===== src/sv/otsu_pkg.sv =====
// Shared types, widths and command codes for the tile Otsu threshold binarizer.
// Used by every module of the block; depends on nothing.
package otsu_pkg;

	// Tile geometry and gray scale.
	localparam int TILE_SIDE   = 64;
	localparam int GRAY_LEVELS = 256;
	localparam int LVL_W       = $clog2(GRAY_LEVELS);
	localparam int BIN_W       = 13;
	localparam logic [BIN_W-1:0] BIN_MAX = {BIN_W{1'b1}};

	// Widths of the class sums: pixel count, first and second moments.
	// The count covers every bin at its saturated maximum.
	localparam int CNT_W  = BIN_W + LVL_W;
	localparam int SQ_W   = 2 * LVL_W;
	localparam int S1_W   = CNT_W + LVL_W;
	localparam int S2_W   = CNT_W + SQ_W;
	localparam int VAR_W  = SQ_W;
	localparam int COST_W = S2_W + 1;

	// Binary output levels.
	localparam logic [7:0] PIX_LO = 8'd0;
	localparam logic [7:0] PIX_HI = 8'd255;

	// Request codes.
	localparam logic REQ_COUNT    = 1'b0;
	localparam logic REQ_BINARIZE = 1'b1;

	// Datapath operation codes, one per cycle.
	localparam int OP_W = 5;
	localparam logic [OP_W-1:0] OP_NONE      = 5'd0;
	localparam logic [OP_W-1:0] OP_BIN       = 5'd1;
	localparam logic [OP_W-1:0] OP_LATCH     = 5'd2;
	localparam logic [OP_W-1:0] OP_CNT_RD    = 5'd3;
	localparam logic [OP_W-1:0] OP_CNT_WR    = 5'd4;
	localparam logic [OP_W-1:0] OP_SCAN_INIT = 5'd5;
	localparam logic [OP_W-1:0] OP_SCAN_RD   = 5'd6;
	localparam logic [OP_W-1:0] OP_SCAN_ACC  = 5'd7;
	localparam logic [OP_W-1:0] OP_SWP_INIT  = 5'd8;
	localparam logic [OP_W-1:0] OP_SWP_RD    = 5'd9;
	localparam logic [OP_W-1:0] OP_SWP_ACC   = 5'd10;
	localparam logic [OP_W-1:0] OP_NEXT      = 5'd11;
	localparam logic [OP_W-1:0] OP_DIV_M_GO  = 5'd12;
	localparam logic [OP_W-1:0] OP_M_TAKE    = 5'd13;
	localparam logic [OP_W-1:0] OP_MUL1      = 5'd14;
	localparam logic [OP_W-1:0] OP_MUL2      = 5'd15;
	localparam logic [OP_W-1:0] OP_SUBV      = 5'd16;
	localparam logic [OP_W-1:0] OP_DIV_V_GO  = 5'd17;
	localparam logic [OP_W-1:0] OP_V_TAKE    = 5'd18;
	localparam logic [OP_W-1:0] OP_MULW      = 5'd19;
	localparam logic [OP_W-1:0] OP_ACCW      = 5'd20;
	localparam logic [OP_W-1:0] OP_CMP       = 5'd21;
	localparam logic [OP_W-1:0] OP_CLR_INIT  = 5'd22;
	localparam logic [OP_W-1:0] OP_CLR       = 5'd23;
	localparam logic [OP_W-1:0] OP_FINISH    = 5'd24;

	typedef struct packed {
		logic             req_type;
		logic [LVL_W-1:0] pixel;
		logic             last;
	} in_item_t;

	typedef struct packed {
		logic [7:0]       binary_pixel;
		logic [LVL_W-1:0] threshold;
		logic             threshold_ready;
	} out_item_t;

	typedef struct packed {
		logic [OP_W-1:0] op;
	} cmd_t;

	typedef struct packed {
		logic is_last;
		logic addr_end;
		logic swp_end;
		logic eval;
		logic no_cand;
		logic div_done;
		logic cls_b;
	} sts_t;

endpackage


===== src/sv/otsu_ctrl.sv =====
// Controller: sequences counting, histogram scan, candidate sweep and clearing.
// Depends on otsu_pkg for command and status types.
module otsu_ctrl (
	input  logic               clk,
	input  logic               arst_n,
	input  logic               start,
	input  otsu_pkg::in_item_t req,
	input  otsu_pkg::sts_t     sts,
	output otsu_pkg::cmd_t     cmd,
	output logic               busy
);

	localparam logic [4:0] ST_IDLE      = 5'd0;
	localparam logic [4:0] ST_CNT_RD    = 5'd1;
	localparam logic [4:0] ST_CNT_WR    = 5'd2;
	localparam logic [4:0] ST_SCAN_INIT = 5'd3;
	localparam logic [4:0] ST_SCAN_RD   = 5'd4;
	localparam logic [4:0] ST_SCAN_ACC  = 5'd5;
	localparam logic [4:0] ST_CHECK     = 5'd6;
	localparam logic [4:0] ST_SWP_RD    = 5'd7;
	localparam logic [4:0] ST_SWP_ACC   = 5'd8;
	localparam logic [4:0] ST_NEXT      = 5'd9;
	localparam logic [4:0] ST_DM_GO     = 5'd10;
	localparam logic [4:0] ST_DM_WAIT   = 5'd11;
	localparam logic [4:0] ST_M_TAKE    = 5'd12;
	localparam logic [4:0] ST_MUL1      = 5'd13;
	localparam logic [4:0] ST_MUL2      = 5'd14;
	localparam logic [4:0] ST_SUBV      = 5'd15;
	localparam logic [4:0] ST_DV_GO     = 5'd16;
	localparam logic [4:0] ST_DV_WAIT   = 5'd17;
	localparam logic [4:0] ST_V_TAKE    = 5'd18;
	localparam logic [4:0] ST_MULW      = 5'd19;
	localparam logic [4:0] ST_ACCW      = 5'd20;
	localparam logic [4:0] ST_CMP       = 5'd21;
	localparam logic [4:0] ST_CLR_INIT  = 5'd22;
	localparam logic [4:0] ST_CLR       = 5'd23;
	localparam logic [4:0] ST_FINISH    = 5'd24;

	logic [4:0] state_q;
	logic [4:0] state_d;
	logic       boot_q;

	// Next state and the datapath operation for this cycle.
	always_comb begin
		state_d = state_q;
		cmd.op  = otsu_pkg::OP_NONE;
		unique case (state_q)
			ST_IDLE: begin
				if (start) begin
					if (req.req_type == otsu_pkg::REQ_BINARIZE) begin
						cmd.op = otsu_pkg::OP_BIN;
					end else begin
						cmd.op  = otsu_pkg::OP_LATCH;
						state_d = ST_CNT_RD;
					end
				end
			end
			ST_CNT_RD: begin
				cmd.op  = otsu_pkg::OP_CNT_RD;
				state_d = ST_CNT_WR;
			end
			ST_CNT_WR: begin
				cmd.op  = otsu_pkg::OP_CNT_WR;
				state_d = sts.is_last ? ST_SCAN_INIT : ST_IDLE;
			end
			ST_SCAN_INIT: begin
				cmd.op  = otsu_pkg::OP_SCAN_INIT;
				state_d = ST_SCAN_RD;
			end
			ST_SCAN_RD: begin
				cmd.op  = otsu_pkg::OP_SCAN_RD;
				state_d = ST_SCAN_ACC;
			end
			ST_SCAN_ACC: begin
				cmd.op  = otsu_pkg::OP_SCAN_ACC;
				state_d = sts.addr_end ? ST_CHECK : ST_SCAN_RD;
			end
			ST_CHECK: begin
				cmd.op  = otsu_pkg::OP_SWP_INIT;
				state_d = sts.no_cand ? ST_CLR_INIT : ST_SWP_RD;
			end
			ST_SWP_RD: begin
				cmd.op  = otsu_pkg::OP_SWP_RD;
				state_d = ST_SWP_ACC;
			end
			ST_SWP_ACC: begin
				cmd.op  = otsu_pkg::OP_SWP_ACC;
				state_d = sts.eval ? ST_DM_GO : ST_NEXT;
			end
			ST_NEXT: begin
				cmd.op  = otsu_pkg::OP_NEXT;
				state_d = sts.swp_end ? ST_CLR_INIT : ST_SWP_RD;
			end
			ST_DM_GO: begin
				cmd.op  = otsu_pkg::OP_DIV_M_GO;
				state_d = ST_DM_WAIT;
			end
			ST_DM_WAIT: begin
				if (sts.div_done) begin
					state_d = ST_M_TAKE;
				end
			end
			ST_M_TAKE: begin
				cmd.op  = otsu_pkg::OP_M_TAKE;
				state_d = ST_MUL1;
			end
			ST_MUL1: begin
				cmd.op  = otsu_pkg::OP_MUL1;
				state_d = ST_MUL2;
			end
			ST_MUL2: begin
				cmd.op  = otsu_pkg::OP_MUL2;
				state_d = ST_SUBV;
			end
			ST_SUBV: begin
				cmd.op  = otsu_pkg::OP_SUBV;
				state_d = ST_DV_GO;
			end
			ST_DV_GO: begin
				cmd.op  = otsu_pkg::OP_DIV_V_GO;
				state_d = ST_DV_WAIT;
			end
			ST_DV_WAIT: begin
				if (sts.div_done) begin
					state_d = ST_V_TAKE;
				end
			end
			ST_V_TAKE: begin
				cmd.op  = otsu_pkg::OP_V_TAKE;
				state_d = ST_MULW;
			end
			ST_MULW: begin
				cmd.op  = otsu_pkg::OP_MULW;
				state_d = ST_ACCW;
			end
			ST_ACCW: begin
				// Class A done: go on with class B; class B done: compare.
				if (sts.cls_b) begin
					state_d = ST_CMP;
				end else begin
					cmd.op  = otsu_pkg::OP_ACCW;
					state_d = ST_DM_GO;
				end
			end
			ST_CMP: begin
				cmd.op  = otsu_pkg::OP_CMP;
				state_d = ST_NEXT;
			end
			ST_CLR_INIT: begin
				cmd.op  = otsu_pkg::OP_CLR_INIT;
				state_d = ST_CLR;
			end
			ST_CLR: begin
				cmd.op = otsu_pkg::OP_CLR;
				if (sts.addr_end) begin
					state_d = boot_q ? ST_IDLE : ST_FINISH;
				end
			end
			ST_FINISH: begin
				cmd.op  = otsu_pkg::OP_FINISH;
				state_d = ST_IDLE;
			end
			default: begin
				state_d = ST_IDLE;
			end
		endcase
	end

	// Reset starts with a clearing pass over the histogram.
	always_ff @(posedge clk or negedge arst_n) begin
		if (!arst_n) begin
			state_q <= ST_CLR;
			boot_q  <= 1'b1;
		end else begin
			state_q <= state_d;
			if (state_q == ST_CLR && sts.addr_end) begin
				boot_q <= 1'b0;
			end
		end
	end

	assign busy = (state_q != ST_IDLE);

endmodule

===== config.mk =====
export PLATFORM = sky130hd
export DESIGN_NAME = otsu_ctrl
export DESIGN_NICKNAME = d
export VERILOG_FILES = /design/src/sv/otsu_pkg.sv /design/src/sv/otsu_ctrl.sv
export SDC_FILE = /design/constraint.sdc
export NUM_CORES = 1
export LEC_CHECK = 0
export ABC_AREA = 0
export ABC_CLOCK_PERIOD_IN_PS = 2150
export BUFFER_PORTS_ARGS = -buffer_cell sky130_fd_sc_hd__buf_2
export CORE_ASPECT_RATIO = 1.4
export CORE_UTILIZATION = 25
export DETAILED_ROUTE_END_ITERATION = 16
export PLACE_DENSITY = 0.47
export SYNTH_ARGS = -nofsm -noshare
export SYNTH_HDL_FRONTEND = slang
export SYNTH_SLANG_ARGS = --single-unit

===== constraint.sdc =====
create_clock -name clk -period 2.15 [get_ports clk]
set_clock_uncertainty 0.2 [all_clocks]
set_input_delay 0.43 -clock clk [delete_from_list [all_inputs] [get_ports clk]]
set_output_delay 0.43 -clock clk [all_outputs]
set_load 0.005 [all_outputs]

Word level (Yosys, flattened, before mapping)
Index checks and enable logic that the tools add are counted.
Cells by class
  multiplexer cells: 17
  reduce and logical (&&, ||, !) cells: 4
  equal/unequal tests: 29
Operator list (number)
  5-bit case mux with 24 select lines: 1
  5-bit case mux with 23 select lines: 1
  5-bit two-way mux: 10
  5-bit equality test, second input constant: 9
  5-bit by 4-bit equality test with 1-bit output, second input constant: 8
  5-bit by 3-bit equality test with 1-bit output, second input constant: 4
  5-bit by 2-bit equality test with 1-bit output, second input constant: 2
  2-bit two-way mux: 5
  2-bit != test, second input constant: 5
  5-bit by 1-bit equality test with 1-bit output, second input constant: 1
  5-bit zero test: 1
  5-bit AND reduction: 1
  5-bit nonzero test: 1
  1-bit logical AND: 1
Word-level totals
  register bits after elaboration: 6
  logic and storage cells: 52
  output and inout bits: 6

Longest topological paths before layout
Gate-level depths: netlist of run 1.
  word-level depth: 3
  gate-level depth with buffers: 7

Least setup slack after synthesis of run 1
OpenSTA, ideal clock, no wires.
  kind: flip-flop to output port
  start: register state_q[4]
  end: output cmd[0] (netlist bit)
  data arrival time: 1.378 ns
  path slack: 0.142 ns
  path buffers: 2
  stages on the path, launching flop included: 8
  cell sequence: dfstp_2 -> buf_4 -> buf_2 -> nand2b_1 -> o21ai_1 -> nand2_1 -> o311ai_0 -> a31o_1
RTL lines
  start: declaration: line otsu_ctrl.sv:39  | logic [4:0] state_q;
  start signal: assignment: line otsu_ctrl.sv:175  | state_q <= state_d;
  end: declaration: line otsu_ctrl.sv:9  | output otsu_pkg::cmd_t cmd,

==> impl_metrics.py, run 1 <==
metrics = {
    "final_layout": {
        "mostFrequentLayoutCells": "buf_4 (22), buf_2 (16), a21oi_1 (8), nand2_1 (8), o21ai_1 (8)",
        "layout-drive-gt1-share_pct": 46.5,
        "multiInputGateArea_um2": 644,
        "final_cells": 194,
        "syn2layout_area_growth_pct": 54.8,
        "final_common_cell": "buf_4",
        "nets": 176,
        "fillers": 324,
        "final-seq-area_um2": 158,
        "antennaDiodeCount": 0,
    },
    "timing": {
        "period_minus_slack_ns": 2.18,
        "relSlewSlack_pct": 70.1,
        "hold_viol": 0,
        "max_slew.worst_pin.slew_ns": 0.444,
        "fmax_ghz": 0.458,
        "period_share_pct": 101,
        "drv_slew": 0,
        "setup_ws_ns": -0.0317,
        "setup_viol": 2,
        "tns_ns": -0.0368,
        "rsz0062_at_grt": "yes",
        "hold_slack_ns": 0.220,
    },
    "setup_path": {
        "cp.required_ns": 1.52,
        "crit_end": "cmd[3]",
        "worstSetupEndpointType": "primary output",
        "worstReg2RegEnd": "state_q[3]$_DFFE_PN0P_",
        "critPathSlowestCell": "dfstp_2",
        "path_class": "flip-flop to primary output",
        "max_stage_delay_ns": 0.57,
        "critPathMostFrequentCell": "buf_6",
        "ff2ff_setup_slack_ns": 0.06,
        "critPathMaxFanout": 3,
        "arrival_ns": 1.55,
        "path_cells": "buf_6 -> nor3b_4 -> buf_6 -> nand2_1 -> o21ai_1 -> buf_2",
        "reg2regPathDepth": 8,
        "cp-start-kind": "flip-flop",
        "crit_start": "state_q[2]$_DFFE_PN1P_",
        "r2r-start": "state_q[2]$_DFFE_PN1P_",
    },
    "cts": {
        "clkSinkCount": 6,
        "cts_tree": "built",
        "cts_buffers": 3,
        "cts_buffer_depth": 2,
        "cts_root_buf": "clkbuf_8",
        "htreeDepth": 1,
        "worst_skew_pair.late_latency_ns": 0.22,
        "clkSlewWorstSetupHoldPaths_ns": 0.03,
    },
    "floorplan": {
        "fp-row-count": 24,
        "fp.dieW_um": 50.4,
        "initial_utilization_pct": 26.2,
        "ios": 26,
        "fp.dieH_um": 69.7,
        "dieArea_mm2": 0.00351,
        "coreArea_mm2": 0.00312,
    },
    "drt": {
        "antenna_left": 0,
        "dr.pass1.iters": 4,
        "post_drt_wl_per_cell_um": 14.7,
        "vias": 1043,
        "via_per_inst": 5.38,
        "routed_wl_um": 2850,
        "drtIter0Drc": 44,
        "remaining_drc_errors": 0,
    },
    "synth": {
        "synthFlopType": "dfstp_2",
        "synthArstFlopShare_pct": 100,
        "ys_seq_area_share_pct": 19.1,
        "synth_edf_count": 0,
        "synth_area_um2": 820,
        "netlist_instances": 115,
        "syn-num-nets": 135,
        "ys_ff_latch": 6,
        "syn_area_per_cell_um2": 7.13,
        "yosys_warnings": 0,
        "synthDistinctLibCells": 48,
    },
    "placement": {
        "hpwl_um": 1890,
        "preCtsSetupSlack_ns": 0.0839,
        "place.gp.congestion": 0.875,
        "portBuffers": 16,
        "place_inst": 174,
    },
    "global_route": {
        "grt_first_pass_wirelength_um": 4360,
        "grt_pass1_vias": 973,
        "grt.overflow.total": 0,
        "grt_max_degree": 22,
        "grt_usage_pct": 15.6,
        "antenna_found_initial": 0,
    },
    "worst_hold_path": {
        "hold_class": "primary input to flip-flop",
    },
    "outcome": {
        "status": "finished with violations",
        "violations": "setup timing",
    },
    "job": {
        "maxCapViolations": 0,
    },
    "power_and_ir_drop": {
        "leakage_nw": 0.557,
        "power_mw": 2.06,
        "ir_drop_uv": 865,
        "power_density_mw_per_mm2": 1630,
    },
}
## logic make-up (layout without fill, tap and decap cells)
group                  Yosys count  in the layout  share of synthesized area (%)
AO/OA/AOI/OAI                   53             53                           44.1
AND/OR/NAND/NOR                 38             38                           25.2
buffers and inverters           17             57                           10.4
flip-flops                       6              6                           19.1
multiplexers                     1              1                           1.22
## how the worst min path moves through the flow
stage,from,endpoint,slack (ns),depth (start not counted)
global route,sts[5],state_q[2]$_DFFE_PN1P_,0.23,2
floorplan,arst_n,state_q[3]$_DFFE_PN0P_,-0.07,0
CTS,sts[5],state_q[2]$_DFFE_PN1P_,0.21,2
finish,sts[5],state_q[2]$_DFFE_PN1P_,0.22,2
global placement,arst_n,state_q[3]$_DFFE_PN0P_,0.05,1
detailed placement,arst_n,state_q[3]$_DFFE_PN0P_,0.05,1
## metal layers
metal / routed length (µm) / vias to the layer above / GRT usage [%]
met5: 0 / - / 0
met4: 25 / 0 / 4.01
met3: 47 / 3 / 0.658
met2: 1580 / 19 / 28.6
met1: 1200 / 508 / 19.1
li1: - / 513 / -
## metrics by stage
| stage | util [%] | area [µm²] |
|---|---|---|
| 5_1_grt | 40.6 | 1270 |
| 2_1_floorplan | - | 820 |
| 4_1_cts | 36.1 | 1130 |
| 3_3_place_gp | 31.9 | 995 |
| 3_5_place_dp | 31.9 | 995 |
| 6_report | 40.6 | 1270 |
## final cells by class
class | count | share of cell area [%]
clock buffers | 4 | 3.55
repair buffers | 46 | 27.3
multi-input cells | 92 | 50.8
inverters | 7 | 2.07
flip-flops and latches | 6 | 12.4
well taps | 39 | 3.85
## registers in the layout, indices dropped and copies added (netlist names)
| register | count |
|---|---|
| boot_q | 1 |
| state_q | 5 |
## Yosys cell counts, drive strengths merged (3+ instances only)
master,instances,area [µm²]
a211oi,3,22.5
a21oi,12,63.8
buf,10,58.8
dfstp,5,131
inv,7,26.3
nand2,9,33.8
nand2b,4,25.0
nand3,3,20.0
nor2,8,30.0
nor2b,3,18.8
o21ai,13,65.1
## power by group
group          switching (mW)  total [mW]  internal (mW)
registers              0.0864       0.273          0.186
clock network          0.0465       0.174          0.127
logic                   0.810        1.62          0.807
total                   0.943        2.06           1.12
## worst max-delay path: cells and delay by family (launching register included)
| family | cells | cell delay (ns) |
|---|---|---|
| buf+inv | 3 | 0.38 |
| flops | 1 | 0.57 |
| simple gates | 2 | 0.28 |
| compound gates | 1 | 0.09 |
## timing repair
item,in CTS,in global routing
endpoints found under the hold margin,1,0
endpoints found under the setup margin,5,9
gates resized for setup,7,19
setup buffers,6,9
gates cloned,0,0
hold buffers,1,0
pin swaps,2,6
Note: power is estimated with default switching activity, not from simulation.
==> run 2: changes to the inputs <==
--- a/config.mk
+++ b/config.mk
@@ -7,9 +7,10 @@
 export LEC_CHECK = 0
 export ABC_AREA = 0
 export ABC_CLOCK_PERIOD_IN_PS = 2150
-export BUFFER_PORTS_ARGS = -buffer_cell sky130_fd_sc_hd__buf_2
+export BUFFER_PORTS_ARGS = -buffer_cell sky130_fd_sc_hd__buf_4
 export CORE_ASPECT_RATIO = 1.4
 export CORE_UTILIZATION = 25
+export CTS_BUF_LIST = sky130_fd_sc_hd__clkbuf_4
 export DETAILED_ROUTE_END_ITERATION = 16
 export PLACE_DENSITY = 0.47
 export SYNTH_ARGS = -nofsm -noshare
==> run 2 against run 1 <==
Net effect: the flow still finishes with violations (setup timing); total power down 5.8%; combinational power down 4%; core utilization down 0.68 points; setup slack worse by 0.042 ns; critical path depth unchanged; clock power down 30%; largest power group unchanged; register-to-register slack better by 0.03 ns; design area down 1.7%.
==> impl_metrics.py, run 2 (synthesis gave the netlist of run 1 again) <==
metrics = {
    "floorplan": {
        "ios": 26,
        "fp.dieW_um": 50.4,
        "fp-row-count": 24,
        "fp.dieH_um": 69.7,
        "coreArea_mm2": 0.00312,
        "initial_utilization_pct": 26.2,
        "dieArea_mm2": 0.00351,
    },
    "setup_path": {
        "arrival_ns": 1.59,
        "cp-start-kind": "flip-flop",
        "critPathMaxFanout": 6,
        "path_delay_family": "flip-flops",
        "max_stage_delay_ns": 0.60,
        "path_cells": "buf_4 -> nand2b_4 -> buf_4 -> o21ai_1 -> a22o_1 -> buf_4",
        "critPathSlowestCell": "dfstp_2",
        "cp.required_ns": 1.52,
        "worstSetupEndpointType": "primary output",
        "critPathMostFrequentCell": "buf_4",
        "worst-path-buf-inv": 3,
        "path_class": "flip-flop to primary output",
    },
    "final_layout": {
        "syn2layout_area_growth_pct": 52.2,
        "final_common_cell": "buf_4",
        "final_area_mm2": 0.00125,
        "mostFrequentLayoutCells": "buf_4 (38), a21oi_1 (11), nand2_1 (9), o21ai_1 (7), nor2_1 (6)",
        "final-seq-area_um2": 158,
        "nets": 173,
        "regMostFlops": "state_q",
        "fillers": 344,
        "reg_top3": "state_q: 5 flops, boot_q: 1 flops",
        "layout-drive-gt1-share_pct": 44.1,
        "largest_register_ffs": 5,
        "antennaDiodeCount": 0,
        "multiInputGateArea_um2": 622,
    },
    "job": {
        "maxCapViolations": 0,
    },
    "placement": {
        "place.gp.congestion": 0.881,
        "hpwl_um": 2010,
        "preCtsSetupSlack_ns": 0.116,
        "portBuffers": 16,
        "placed_area_mm2": 0.00107,
    },
    "timing": {
        "drv_slew": 0,
        "setup_ws_ns": -0.0737,
        "period_minus_slack_ns": 2.22,
        "relSlewSlack_pct": 74.2,
        "rsz0062_at_grt": "yes",
        "max_slew.worst_pin.slew_ns": 0.383,
        "fmax_ghz": 0.450,
        "hold_viol": 0,
        "period_share_pct": 103,
        "setup_viol": 3,
    },
    "drt": {
        "remaining_drc_errors": 0,
        "routed_wl_um": 2760,
        "via_per_inst": 5.46,
        "antenna_left": 0,
        "drtIter0Drc": 30,
        "post_drt_wl_per_cell_um": 14.5,
        "dr.pass1.iters": 4,
        "vias": 1042,
    },
    "cts": {
        "cts_buffer_depth": 2,
        "cts_buffers": 3,
        "worst_skew_pair.late_latency_ns": 0.24,
        "htreeDepth": 1,
        "clkSinkCount": 6,
        "cts_root_buf": "clkbuf_4",
        "cts_tree": "built",
        "clkSlewWorstSetupHoldPaths_ns": 0.05,
    },
    "global_route": {
        "grt.overflow.total": 0,
        "grt_usage_pct": 15.5,
        "grt_max_degree": 15,
        "busiest_layer": "met2",
        "grt.met2_usage_pct": 25.3,
        "use_met1_pct": 20.5,
        "grt_first_pass_wirelength_um": 4320,
        "antenna_found_initial": 0,
        "grt_pass1_vias": 976,
        "grt.met3_usage_pct": 0.439,
    },
    "power_and_ir_drop": {
        "leakage_nw": 0.546,
        "power_mw": 1.94,
        "power_density_mw_per_mm2": 1560,
        "ir_drop_uv": 809,
    },
    "worst_hold_path": {
        "hold_class": "primary input to flip-flop",
    },
    "outcome": {
        "violations": "setup timing",
        "status": "finished with violations",
    },
}
run 2: final cells by class:
cell class / count / area share [%]
Clock buffer: 4 / 2.41
Tap cell: 39 / 3.91
Timing Repair Buffer: 43 / 29.1
Sequential cell: 6 / 12.6
Inverter: 7 / 2.11
Multi-Input combinational cell: 92 / 49.8
run 2: worst paths after layout:
kind                                             start  cells after the start  slack [ns]                      to
worst min register to register      boot_q$_DFFE_PN1P_                      1        0.30      boot_q$_DFFE_PN1P_
worst max-delay path            state_q[0]$_DFFE_PN1P_                      6       -0.07                  cmd[4]
min in group asynchronous                       arst_n                      2        0.32  state_q[3]$_DFFE_PN0P_
worst max register to register  state_q[4]$_DFFE_PN1P_                      6        0.09  state_q[2]$_DFFE_PN1P_
max in group asynchronous                       arst_n                      2        1.22  state_q[4]$_DFFE_PN1P_
worst min-delay path                            sts[5]                      2        0.18      boot_q$_DFFE_PN1P_
run 2: metrics by stage:
step,setup TNS [ns],cells,hold WS (ns),utilization (%)
after floorplan,0,115,-0.0656,-
after global placement,0,177,0.0368,34.3
after detailed placement,0,177,0.0366,34.3
after CTS,-0.0503,186,0.169,37.5
after global routing,-0.542,191,0.182,39.9
final,-0.113,191,0.175,39.9
run 2: layer usage:
metal	routed length, µm	vias to the layer above
li1	-	510
met1	1210	488
met2	1400	34
met3	83	10
met4	77	0
met5	0	-
run 2: power breakdown:
| group | switching [mW] | internal (mW) |
|---|---|---|
| Sequential | 0.0856 | 0.186 |
| Combinational | 0.764 | 0.787 |
| Clock | 0.0387 | 0.0827 |
| Total | 0.889 | 1.06 |
run 2: repair_timing:
item                                   in CTS  in global routing
pin swaps                                   2                  2
endpoints found under the hold margin       6                  0
setup endpoints to repair                   5                  5
buffers inserted                            4                  4
hold buffers                                1                  0
resized for setup                          11                  6
gates cloned                                0                  1
